## src/ilmd_pkg.sv

```systemverilog
`timescale 1ns / 1ps
// Shared types, constants and decode functions for the instruction length and mode decoder.
package ilmd_pkg;

   localparam int MAX_BYTES  = 5;
   localparam int CountWidth = $clog2(MAX_BYTES + 1);
   localparam int IndexWidth = $clog2(MAX_BYTES);

   localparam logic [7:0]  PREFIX_PAGE2      = 8'h10;
   localparam logic [7:0]  PREFIX_PAGE3      = 8'h11;
   localparam logic [7:0]  OP_BRANCH_SUB_REL = 8'h8d;
   localparam logic [7:0]  EXT_INDIRECT_MASK = 8'h9f;
   localparam logic [7:0]  INDEXED_MASK      = 8'h8f;
   localparam logic [7:0]  INDIRECT_FLAG     = 8'h10;
   localparam logic [15:0] PAGE_MASK         = 16'hfff0;

   typedef enum logic [4:0] {
      MODE_INVALID,
      MODE_INHERENT,
      MODE_DIRECT,
      MODE_EXTENDED,
      MODE_REL8,
      MODE_REL16,
      MODE_IMM8,
      MODE_IMM16,
      MODE_IDX_ZERO,
      MODE_IDX_ZERO_IND,
      MODE_IDX_OFF5,
      MODE_IDX_OFF8,
      MODE_IDX_OFF8_IND,
      MODE_IDX_OFF16,
      MODE_IDX_OFF16_IND,
      MODE_IDX_ACC,
      MODE_IDX_ACC_IND,
      MODE_IDX_INC1,
      MODE_IDX_INC2,
      MODE_IDX_INC2_IND,
      MODE_IDX_DEC1,
      MODE_IDX_DEC2,
      MODE_IDX_DEC2_IND,
      MODE_PCR8,
      MODE_PCR8_IND,
      MODE_PCR16,
      MODE_PCR16_IND,
      MODE_EXT_IND,
      MODE_REG_XFER,
      MODE_STACK
   } mode_type;

   typedef struct packed {
      logic [7:0]  fetch_byte;
      logic [15:0] byte_address;
      logic        first_of_instruction;
   } req_type;

   typedef struct packed {
      logic [4:0]  mode_code;
      logic [2:0]  total_length;
      logic [15:0] target_address;
      logic        target_valid;
      logic        invalid_opcode;
   } rsp_type;

   typedef struct packed {
      mode_type mode;
      logic     more;
   } decode_type;

   function automatic mode_type indexed_mode(input logic [7:0] pb);
      mode_type m;
      logic     ind;
      m   = MODE_INVALID;
      ind = (pb & INDIRECT_FLAG) != 8'h00;
      if ((pb & EXT_INDIRECT_MASK) == EXT_INDIRECT_MASK) begin
         m = MODE_EXT_IND;
      end else if (!pb[7]) begin
         m = MODE_IDX_OFF5;
      end else begin
         case (pb & INDEXED_MASK)
            8'h84:               m = ind ? MODE_IDX_ZERO_IND  : MODE_IDX_ZERO;
            8'h88:               m = ind ? MODE_IDX_OFF8_IND  : MODE_IDX_OFF8;
            8'h89:               m = ind ? MODE_IDX_OFF16_IND : MODE_IDX_OFF16;
            8'h85, 8'h86, 8'h8b: m = ind ? MODE_IDX_ACC_IND   : MODE_IDX_ACC;
            8'h80:               m = ind ? MODE_INVALID       : MODE_IDX_INC1;
            8'h81:               m = ind ? MODE_IDX_INC2_IND  : MODE_IDX_INC2;
            8'h82:               m = ind ? MODE_INVALID       : MODE_IDX_DEC1;
            8'h83:               m = ind ? MODE_IDX_DEC2_IND  : MODE_IDX_DEC2;
            8'h8c:               m = ind ? MODE_PCR8_IND      : MODE_PCR8;
            8'h8d:               m = ind ? MODE_PCR16_IND     : MODE_PCR16;
            default:             m = MODE_INVALID;
         endcase
      end
      return m;
   endfunction

   function automatic logic [1:0] extra_bytes(input mode_type m);
      logic [1:0] e;
      case (m)
         MODE_INVALID, MODE_INHERENT:                           e = 2'd0;
         MODE_EXTENDED, MODE_REL16, MODE_IMM16,
         MODE_IDX_OFF8, MODE_IDX_OFF8_IND,
         MODE_PCR8, MODE_PCR8_IND:                              e = 2'd2;
         MODE_IDX_OFF16, MODE_IDX_OFF16_IND,
         MODE_PCR16, MODE_PCR16_IND, MODE_EXT_IND:              e = 2'd3;
         default:                                               e = 2'd1;
      endcase
      return e;
   endfunction

endpackage

```

## src/instruction_length_mode_decoder_top.sv

```systemverilog
`timescale 1ns / 1ps
// Top level of the instruction length and addressing mode decoder.
//
// Fetch bytes enter on the req_ channel, one transaction per byte, with the bus
// address and a flag that marks the first byte of an instruction. A first byte
// drops any partly collected instruction. A byte without that flag while no
// instruction is open is dropped silently.
// One transaction leaves on the rsp_ channel when the last byte of an
// instruction arrives, or as soon as the bytes show an undecodable opcode.
// Throughput: one byte per cycle while the result register is not held by
// rsp_stall. Each byte passes an input register, a combinational decode against
// the held bytes, and the result register, which drives rsp_valid.
// When the receiver raises rsp_stall the result holds; the byte in the input
// register then waits and req_stall rises until the result is taken.
// Reset (synchronous) empties both registers and closes any open instruction.
module instruction_length_mode_decoder_top (
   input  logic              clock,
   input  logic              reset,
   input  logic              req_valid,
   output logic              req_stall,
   input  ilmd_pkg::req_type req_payload,
   output logic              rsp_valid,
   input  logic              rsp_stall,
   output ilmd_pkg::rsp_type rsp_payload
);
   import ilmd_pkg::*;

   logic    in_valid_ff, in_valid_in;
   req_type in_data_ff;
   logic    out_valid_ff, out_valid_in;
   rsp_type out_data_ff;
   logic    out_free;
   logic    advance;
   logic    accept;
   logic    res_valid;
   rsp_type res;

   ilmd_core u_core (
      .clock     (clock),
      .reset     (reset),
      .fire      (advance),
      .item      (in_data_ff),
      .res_valid (res_valid),
      .res       (res)
   );

   always_comb begin
      out_free     = !out_valid_ff || !rsp_stall;
      advance      = in_valid_ff && out_free;
      req_stall    = in_valid_ff && !out_free;
      accept       = req_valid && !req_stall;
      in_valid_in  = accept || (in_valid_ff && !advance);
      out_valid_in = (advance && res_valid) || (out_valid_ff && !out_free);
   end

   always_ff @(posedge clock) begin
      if (reset) begin
         in_valid_ff  <= 1'b0;
         out_valid_ff <= 1'b0;
      end else begin
         in_valid_ff  <= in_valid_in;
         out_valid_ff <= out_valid_in;
      end
   end

   always_ff @(posedge clock) begin
      if (accept) begin
         in_data_ff <= req_payload;
      end
      if (advance && res_valid) begin
         out_data_ff <= res;
      end
   end

   assign rsp_valid   = out_valid_ff;
   assign rsp_payload = out_data_ff;

endmodule

```

## src/ilmd_mode_decode.sv

```systemverilog
`timescale 1ns / 1ps
// Addressing mode decode from the opcode, prefix and postbyte held so far.
module ilmd_mode_decode (
   input  logic [7:0]                        op,
   input  logic [7:0]                        b1,
   input  logic [7:0]                        b2,
   input  logic [ilmd_pkg::CountWidth-1:0]   seen,
   output ilmd_pkg::decode_type              dec
);
   import ilmd_pkg::*;

   logic [15:0] page;
   logic        need_post;

   always_comb begin
      dec.mode  = MODE_INVALID;
      dec.more  = 1'b0;
      need_post = 1'b0;
      page      = {op, b1} & PAGE_MASK;
      if (op == PREFIX_PAGE2 || op == PREFIX_PAGE3) begin
         if (seen < CountWidth'(2)) begin
            dec.more = 1'b1;
         end else begin
            case (page)
               16'h1020:                     dec.mode = MODE_REL16;
               16'h1030, 16'h1130:           dec.mode = MODE_INHERENT;
               16'h1080, 16'h1180, 16'h10c0: dec.mode = MODE_IMM16;
               16'h1090, 16'h1190, 16'h10d0: dec.mode = MODE_DIRECT;
               16'h10a0, 16'h11a0, 16'h10e0: begin
                  if (seen < CountWidth'(3)) dec.more = 1'b1;
                  else dec.mode = indexed_mode(b2);
               end
               16'h10b0, 16'h11b0, 16'h10f0: dec.mode = MODE_EXTENDED;
               default:                      dec.mode = MODE_INVALID;
            endcase
         end
      end else begin
         case (op[7:4])
            4'h0, 4'h9, 4'hd: dec.mode = MODE_DIRECT;
            4'h1: begin
               if (op inside {8'h12, 8'h13, 8'h19, 8'h1d}) dec.mode = MODE_INHERENT;
               else if (op inside {8'h16, 8'h17})         dec.mode = MODE_REL16;
               else if (op inside {8'h1a, 8'h1c})         dec.mode = MODE_IMM8;
               else if (op inside {8'h1e, 8'h1f})         dec.mode = MODE_REG_XFER;
               else                                       dec.mode = MODE_INVALID;
            end
            4'h2: dec.mode = MODE_REL8;
            4'h3: begin
               if (op inside {[8'h30:8'h33]})      need_post = 1'b1;
               else if (op inside {[8'h34:8'h37]}) dec.mode  = MODE_STACK;
               else if (op == 8'h38)               dec.mode  = MODE_INVALID;
               else                                dec.mode  = MODE_INHERENT;
            end
            4'h4, 4'h5:       dec.mode  = MODE_INHERENT;
            4'h6, 4'ha, 4'he: need_post = 1'b1;
            4'h7, 4'hb, 4'hf: dec.mode  = MODE_EXTENDED;
            default: begin
               if (op == OP_BRANCH_SUB_REL)             dec.mode = MODE_REL8;
               else if (op[3:0] inside {4'h3, 4'hc, 4'he}) dec.mode = MODE_IMM16;
               else                                     dec.mode = MODE_IMM8;
            end
         endcase
         if (need_post) begin
            if (seen < CountWidth'(2)) dec.more = 1'b1;
            else dec.mode = indexed_mode(b1);
         end
      end
   end

endmodule

```

## src/ilmd_core.sv

```systemverilog
`timescale 1ns / 1ps
// Instruction byte store, decode state and result forming: one transaction per fire cycle.
module ilmd_core (
   input  logic              clock,
   input  logic              reset,
   input  logic              fire,
   input  ilmd_pkg::req_type item,
   output logic              res_valid,
   output ilmd_pkg::rsp_type res
);
   import ilmd_pkg::*;

   logic [7:0]            store_ff [MAX_BYTES];
   logic [7:0]            store_in [MAX_BYTES];
   logic [7:0]            held     [MAX_BYTES];
   logic [CountWidth-1:0] seen_ff, seen_in;
   logic [CountWidth-1:0] needed_ff, needed_in;
   mode_type              mode_ff, mode_in;
   logic [15:0]           start_ff, start_in;
   logic                  coll_ff, coll_in;

   logic                  active;
   logic                  prefix;
   logic                  pcrel;
   logic                  short_off;
   logic                  has_target;
   logic [IndexWidth-1:0] off_idx;
   logic [IndexWidth-1:0] off_idx_lo;
   logic [15:0]           offset;
   decode_type            dec;

   ilmd_mode_decode u_mode_decode (
      .op   (held[0]),
      .b1   (held[1]),
      .b2   (held[2]),
      .seen (seen_in),
      .dec  (dec)
   );

   always_comb begin
      store_in  = store_ff;
      seen_in   = seen_ff;
      needed_in = needed_ff;
      mode_in   = mode_ff;
      start_in  = start_ff;
      coll_in   = coll_ff;
      active    = 1'b0;
      if (item.first_of_instruction) begin
         store_in[0] = item.fetch_byte;
         seen_in     = CountWidth'(1);
         needed_in   = '0;
         mode_in     = MODE_INVALID;
         start_in    = item.byte_address;
         coll_in     = 1'b1;
         active      = 1'b1;
      end else if (coll_ff) begin
         active = 1'b1;
         if (seen_ff < CountWidth'(MAX_BYTES)) begin
            for (int k = 0; k < MAX_BYTES; k++) begin
               if (seen_ff == CountWidth'(k)) store_in[k] = item.fetch_byte;
            end
            seen_in = seen_ff + CountWidth'(1);
         end
      end
      for (int k = 0; k < MAX_BYTES; k++) begin
         held[k] = (CountWidth'(k) < seen_in) ? store_in[k] : 8'h00;
      end
      prefix = (held[0] == PREFIX_PAGE2) || (held[0] == PREFIX_PAGE3);

      res_valid = 1'b0;
      res       = '0;
      if (active && needed_in == '0) begin
         if (dec.mode == MODE_INVALID) begin
            if (!dec.more || seen_in >= CountWidth'(MAX_BYTES)) begin
               coll_in            = 1'b0;
               res_valid          = 1'b1;
               res.total_length   = seen_in[2:0];
               res.invalid_opcode = 1'b1;
            end
         end else begin
            mode_in   = dec.mode;
            needed_in = CountWidth'(1) + CountWidth'(extra_bytes(dec.mode))
                        + CountWidth'(prefix);
         end
      end

      pcrel      = (mode_in == MODE_PCR8) || (mode_in == MODE_PCR8_IND)
                   || (mode_in == MODE_PCR16) || (mode_in == MODE_PCR16_IND);
      short_off  = (mode_in == MODE_REL8) || (mode_in == MODE_PCR8)
                   || (mode_in == MODE_PCR8_IND);
      has_target = pcrel || (mode_in == MODE_REL8) || (mode_in == MODE_REL16);
      off_idx    = IndexWidth'(1) + IndexWidth'(prefix) + IndexWidth'(pcrel);
      off_idx_lo = off_idx + IndexWidth'(1);
      offset     = short_off ? {{8{held[off_idx][7]}}, held[off_idx]}
                             : {held[off_idx], held[off_idx_lo]};

      if (active && !res_valid && needed_in != '0 && seen_in == needed_in) begin
         coll_in            = 1'b0;
         res_valid          = 1'b1;
         res.mode_code      = mode_in;
         res.total_length   = needed_in[2:0];
         res.target_valid   = has_target;
         res.target_address = has_target ? start_in + offset : 16'h0000;
      end
   end

   always_ff @(posedge clock) begin
      if (reset) begin
         seen_ff   <= '0;
         needed_ff <= '0;
         mode_ff   <= MODE_INVALID;
         start_ff  <= '0;
         coll_ff   <= 1'b0;
      end else if (fire) begin
         seen_ff   <= seen_in;
         needed_ff <= needed_in;
         mode_ff   <= mode_in;
         start_ff  <= start_in;
         coll_ff   <= coll_in;
      end
   end

   always_ff @(posedge clock) begin
      if (fire) begin
         store_ff <= store_in;
      end
   end

endmodule

```

## config.mk

```make
export PLATFORM = sky130hd
export DESIGN_NAME = instruction_length_mode_decoder_top
export DESIGN_NICKNAME = d
export VERILOG_FILES = /design/src/ilmd_pkg.sv /design/src/instruction_length_mode_decoder_top.sv /design/src/ilmd_mode_decode.sv /design/src/ilmd_core.sv
export SDC_FILE = /design/constraint.sdc
export NUM_CORES = 1
export LEC_CHECK = 0
export ABC_AREA = 0
export BUFFER_PORTS_ARGS = -buffer_cell sky130_fd_sc_hd__buf_2
export CAP_MARGIN = 10
export CORE_MARGIN = 2
export CORE_UTILIZATION = 47
export DETAILED_ROUTE_END_ITERATION = 8
export GPL_TIMING_DRIVEN = 0
export PLACE_DENSITY_LB_ADDON = 0.15
export SLEW_MARGIN = 20
export SYNTH_ARGS = -nofsm -noshare
export SYNTH_HDL_FRONTEND = slang
export SYNTH_SLANG_ARGS = --single-unit
```

## constraint.sdc

```tcl
create_clock -name clock -period 10 [get_ports clock]
set_clock_uncertainty 0.1 [all_clocks]
set_input_delay 0.5 -clock clock [delete_from_list [all_inputs] [get_ports clock]]
set_output_delay 0.5 -clock clock [all_outputs]
set_load 0.02 [all_outputs]
```

Word level (Yosys, flattened, before mapping):

Memories as Yosys holds them, arrays and structs flattened.
Index checks and enable logic that the tools add are counted.
W data, S select, Z words.

* memories kept: 1
* input bits: 29
* register bits: 121
* logic and storage cells: 278
* output and inout port bits: 28
* ROM bits: 64

Memories
* (no name shown): words 32, width 2, read ports 1, clocked after Yosys merged registers in 0, wr ports 0, line ilmd_pkg.sv:98 `case (m)`

* $lt $le $gt $ge: 15
* reductions and logical operators: 53
* add/sub/neg operators: 7
* multiplexer cells: 98
* eq/ne operators: 82
* bitwise logic cells: 2

Operators by type and width (count)
* $eq A12 B9 Y1 const B: 15
* $eq A5 B5 Y1 const B: 28
* $mux W8: 15
* $mux W5: 22
* $pmux W5 S10: 2
* $eq A8 B5 Y1 const B: 12
* $mux W40: 2
* $bmux W8 S3: 2
* $pmux W5 S7: 1
* $mux W3: 11
* $eq A4 B4 Y1 const B: 8
* $mux W16: 2
* $mux W32: 1
* $pmux W5 S6: 1
* $reduce_or A3 Y1: 9
* $mux W1: 23
* $mux W20: 1
* $mux W2: 9
* $add A16 B16 Y16: 1
* $eq A4 B3 Y1 const B: 4
* $ge A8 B6 Y1 const B: 2
* $le A8 B6 Y1 const B: 2
* $mux W15: 1
* $eq A4 B2 Y1 const B: 3
* 35 further kinds: 80

Longest topological paths before layout:

* depth in word-level cells: 33
* depth in mapped cells: 45
* depth with buffers taken out: 37

Modules after synthesis:

From an unflattened synthesis, not the netlist that was laid out.

* cell total of the unflattened synthesis: 780
* area, all modules: 8235.4 µm²

By module, submodules not included
* ilmd_core: instances 1, cells an instance 530, area an instance 5392.7 µm², sequential area each 1761.7 µm²
* instruction_length_mode_decoder_top: instances 1, cells an instance 63, area an instance 1625.3 µm², sequential area each 1571.5 µm²
* ilmd_mode_decode: instances 1, cells an instance 187, area an instance 1217.4 µm², sequential area each 0.0 µm²

Worst setup path after synthesis:

OpenSTA, ideal clock, no wires.

* path type: flip-flop to flip-flop
* from: register u_core.seen_ff[0]
* to: register out_data_ff, in the netlist rsp_payload[17] (data pin)
* data arrival time: 7884 ps
* data required time: 9644 ps
* clock period less this slack: 8240 ps
* slack: 1760 ps
* buffers on the path: 6
* stages on the path, launching flop included: 39
* library setup time: 256 ps
* cells stage by stage: dfxtp_1 -> buf_2 -> inv_1 -> ha_1 -> buf_4 -> and3b_1 -> buf_6 -> o211a_4 -> inv_2 -> buf_2 -> nor3_1 -> o2111a_1 -> and2_1 -> o21ai_1 -> nand3_2 -> a2111oi_2 -> or3_1 -> clkbuf_1 -> [... 3 more ...] -> clkbuf_1 -> mux4_2 -> o22ai_1 -> nor2_1 -> a211oi_2 -> ha_1 -> a21o_1 -> a21o_1 -> a21o_1 -> a21oi_1 -> nor2b_1 -> o21a_1 -> o31a_1 -> o41ai_1 -> o21ai_0 -> a31oi_1 -> xnor2_1 -> nor2_1

RTL lines
* start: declaration: line ilmd_core.sv:16 `logic [CountWidth-1:0] seen_ff, seen_in;`
* start signal: assignment: line ilmd_core.sv:115 `seen_ff <= seen_in;`
* end signal: assignment: line instruction_length_mode_decoder_top.sv:71 `out_data_ff <= res;`
* end: declaration: line instruction_length_mode_decoder_top.sv:31 `rsp_type out_data_ff;`

Worst setup path after layout:

* from: register u_core.seen_ff[2]
* to: register out_data_ff, in the netlist rsp_payload[17] (data pin)

* word-level cells in the longest chain between the ends: 31
* elaborated cells on any way between the ends: 224
* classes of those cells: add/sub (7); order compare (13); eq/ne (82); mux (82); bitwise (2); reduce/logical (37); memory (1)

Ends and longest elaborated chain
* parallel branches: the longest is 31 deep, another holds $add A3 B1 Y3

Several ways; the timed one is not identified. The select of a mux whose other input is x is not followed.
A chain may end at the register's enable or synchronous reset.

==> qor.txt <==
Die Span X: 146 µm
Slowest cell delay on critical path: 930 ps
Initial antenna violation count: 0
Startpoint types: flip-flop
Final Hold Fails: 0
Leakage Power: 3.89 nW
GPL Wtd Cong: 0.970
Max H-tree Level: 4
Share of cells above drive strength 1: 0.221
Clk slew on worst S/H paths: 60 ps
Worst-path maximum fanout: 11
GRT Util Overall: 0.266
Ys Warns: 0
Synth cell types: 111
Critical Path End Type: flip-flop
Most common cell in the netlist: nand2_1
Area delta synth->final: 13.7%
Crit path DAT: 9600 ps
DR vias/cell: 6.17
DRT iter0 DRCs: 940
Final Setup Violations: 0
Design Area, Final: 10700 µm²
Core Area: 19600 µm²
Ant. Diodes: 0
Clock sink total: 121
VDD IR max: 0.120 mV
Largest net degree at the start of global routing: 50
Total Routed Length: 28100 µm
Wire per inst: 20.9 µm
Max Cap Viol: 0
Largest cells by area after synthesis: edfxtp_1 (29%), dfxtp_1 (6.4%), nand2_1 (4.1%), mux2i_1 (3.9%), nor2_1 (3.7%)
Sequential area share after synthesis: 0.353
TritonCTS clock tree: done
Root Driver: clkbuf_16
Reg2Reg Depth: 38
Post-synthesis cell area: 9440 µm²
Critical setup path kind: reg2reg
Grt ovf: 0
Number of nets in the layout: 1127
FF+latch count, synth: 121
Critical Path Stages: 38
Dpl cell area: 10100 µm²
Min Tclk post-route: 9510 ps
Buf/Inv on CP: 8
Async SR Flop Fraction: 0
Outcome: finished, final reports clean
Post-Synthesis Cells: 995
Hold Path Depth: 1
Number of I/O pins: 57
Clock Latency Late Sink: 430 ps
Vias in the first global route: 7811
Cell taking the most area after synthesis: edfxtp_1
Post-synth EDFFs: 91
Highest clock rate: 105 MHz
Worst path required time: 10090 ps
HP Class: in2reg
Commonest cells post-synth: nand2_1 (103), nor2_1 (93), edfxtp_1 (91)
I/O Buffers: 55
Average size of a mapped cell: 9.49 µm²
Final Slew Violations: 0
CP max-delay cell: a2111oi_1
Top-area cell type share of the netlist area: 0.290
HPWL Detailed: 20800 µm
Worst-Margin Slew: 1050 ps
Clock Tree Buf Depth: 2
Detail Route Antenna Nets: 0
Via count: 8326
Residual DRC count: 0
Post-synth top flop: edfxtp_1
Cell family with the largest share of critical-path delay: compound AO/OA/AOI/OAI gates
Rel. slew slack: 0.297
First-pass detailed-route iteration total: 7
Period utilization: 0.951
Die span in y: 146 µm
Die ar.: 21200 µm²
Mapped Nets: 1051
First-pass GRT wire length: 44400 µm
Cell Rows: 51
Power per cell area: 142 nW/µm²
CTS buffer count: 17
Cts hold-fix bufs: 0
Worst hold margin: 136 ps
Initial core utilization: 0.482
==> worst reg2reg max path: cells and delay by family, from the launching register on <==
family / cells / cell delay [ps]
and+or+nand+nor: 8 / 1190
AOI/OAI and AO/OA: 18 / 5120
buffers and inverters: 8 / 1530
adders and majority gates: 3 / 790
DFF: 1 / 390
xor gates and xnor gates: 1 / 160
==> sequential cells by signal (all words and copies together), names as in the netlist <==
signal	flops
rsp_valid	1
in_valid_ff	1
u_core.seen_ff	3
u_core.start_ff	16
in_data_ff	25
u_core.store_ff	40
u_core.needed_ff	3
u_core.mode_ff	5
rsp_payload	26
u_core.coll_ff	1
==> stage by stage <==
step | setup WS [ps] | TNS, ps | instances | total power, mW | utilization
final | 489 | 0 | 1349 | 1.52 | 0.548
after global routing | -41.0 | -41.0 | 1349 | 1.59 | 0.548
after CTS | 34.1 | 0 | 1348 | 1.52 | 0.545
after detailed placement | -342 | -570 | 1317 | 0.910 | 0.515
after global placement | -404 | -775 | 1315 | 0.906 | 0.513
after floorplan | 1760 | 0 | 995 | 0.826 | -
==> path summary, 6_finish.rpt <==
kind	from	endpoint	slack, ps
min	req_payload[8]	in_data_ff[8]	140
max reg2reg	u_core.seen_ff[2]	rsp_payload[17]	490
max	u_core.seen_ff[2]	rsp_payload[17]	490
min reg2reg	u_core.start_ff[3]	u_core.start_ff[3]	350
==> what timing repair did <==
| action | CTS | global route |
|---|---|---|
| setup endpoints to repair | 4 | 6 |
| gates resized for setup | 4 | 10 |
| setup buffers | 0 | 2 |
==> layer usage <==
metal  global-route usage  part of all wire  vias up
li1                     -                 -     3917
met2                0.410              0.45      372
met5                    0                 0        -
met1                0.377              0.45     3995
met3               0.0555             0.080       42
met4               0.0784             0.019        0
==> layout make-up <==
type | instances | area [µm²]
sequential | 121 | 3330
multi-input combinational | 751 | 5570
inverter | 57 | 216
timing repair buffer | 59 | 318
clock buffer | 19 | 464
clock inverter | 13 | 109
tap | 265 | 332
buffer | 64 | 388
fill | 1799 | 8860
==> cells by family after synthesis <==
kind of cell	synth area share
flops	0.353
xor+xnor	0.0176
simple gates	0.191
compound gates	0.242
fa+ha+maj	0.0366
buf+inv	0.0640
mux	0.0955
==> layout by cell type (no fill, tap or decap), drive strengths merged, types with 6 or more instances in the layout <==
cell,synthesis,layout
and2,12,12
a32oi,8,8
nand4b,9,9
nor2b,16,16
dfxtp,30,30
nor3,27,27
mux2,30,30
o211a,8,8
o21ai,37,37
nor2,95,95
ha,26,26
o211ai,12,12
a22oi,10,10
a2111oi,10,10
nand3,25,25
xnor2,9,9
a21o,10,10
a21oi,48,48
buf,41,99
a211oi,41,41
inv,55,62
nand2b,14,14
o22ai,15,15
nor4,8,8
mux2i,41,41
edfxtp,91,91
nand2,104,104
nand4,10,10
clkbuf,25,43
a31oi,9,9
o311ai,8,8
xor2,10,10
or3,6,6
==> power breakdown <==
part | switching [mW] | leakage (nW) | total [mW] | internal [mW]
combinational | 0.208 | 2.47 | 0.330 | 0.122
sequential | 0.0141 | 1.15 | 0.579 | 0.565
clock | 0.267 | 0.268 | 0.612 | 0.345
total | 0.489 | 3.89 | 1.52 | 1.03
Note: power is estimated with default switching activity, not from simulation.
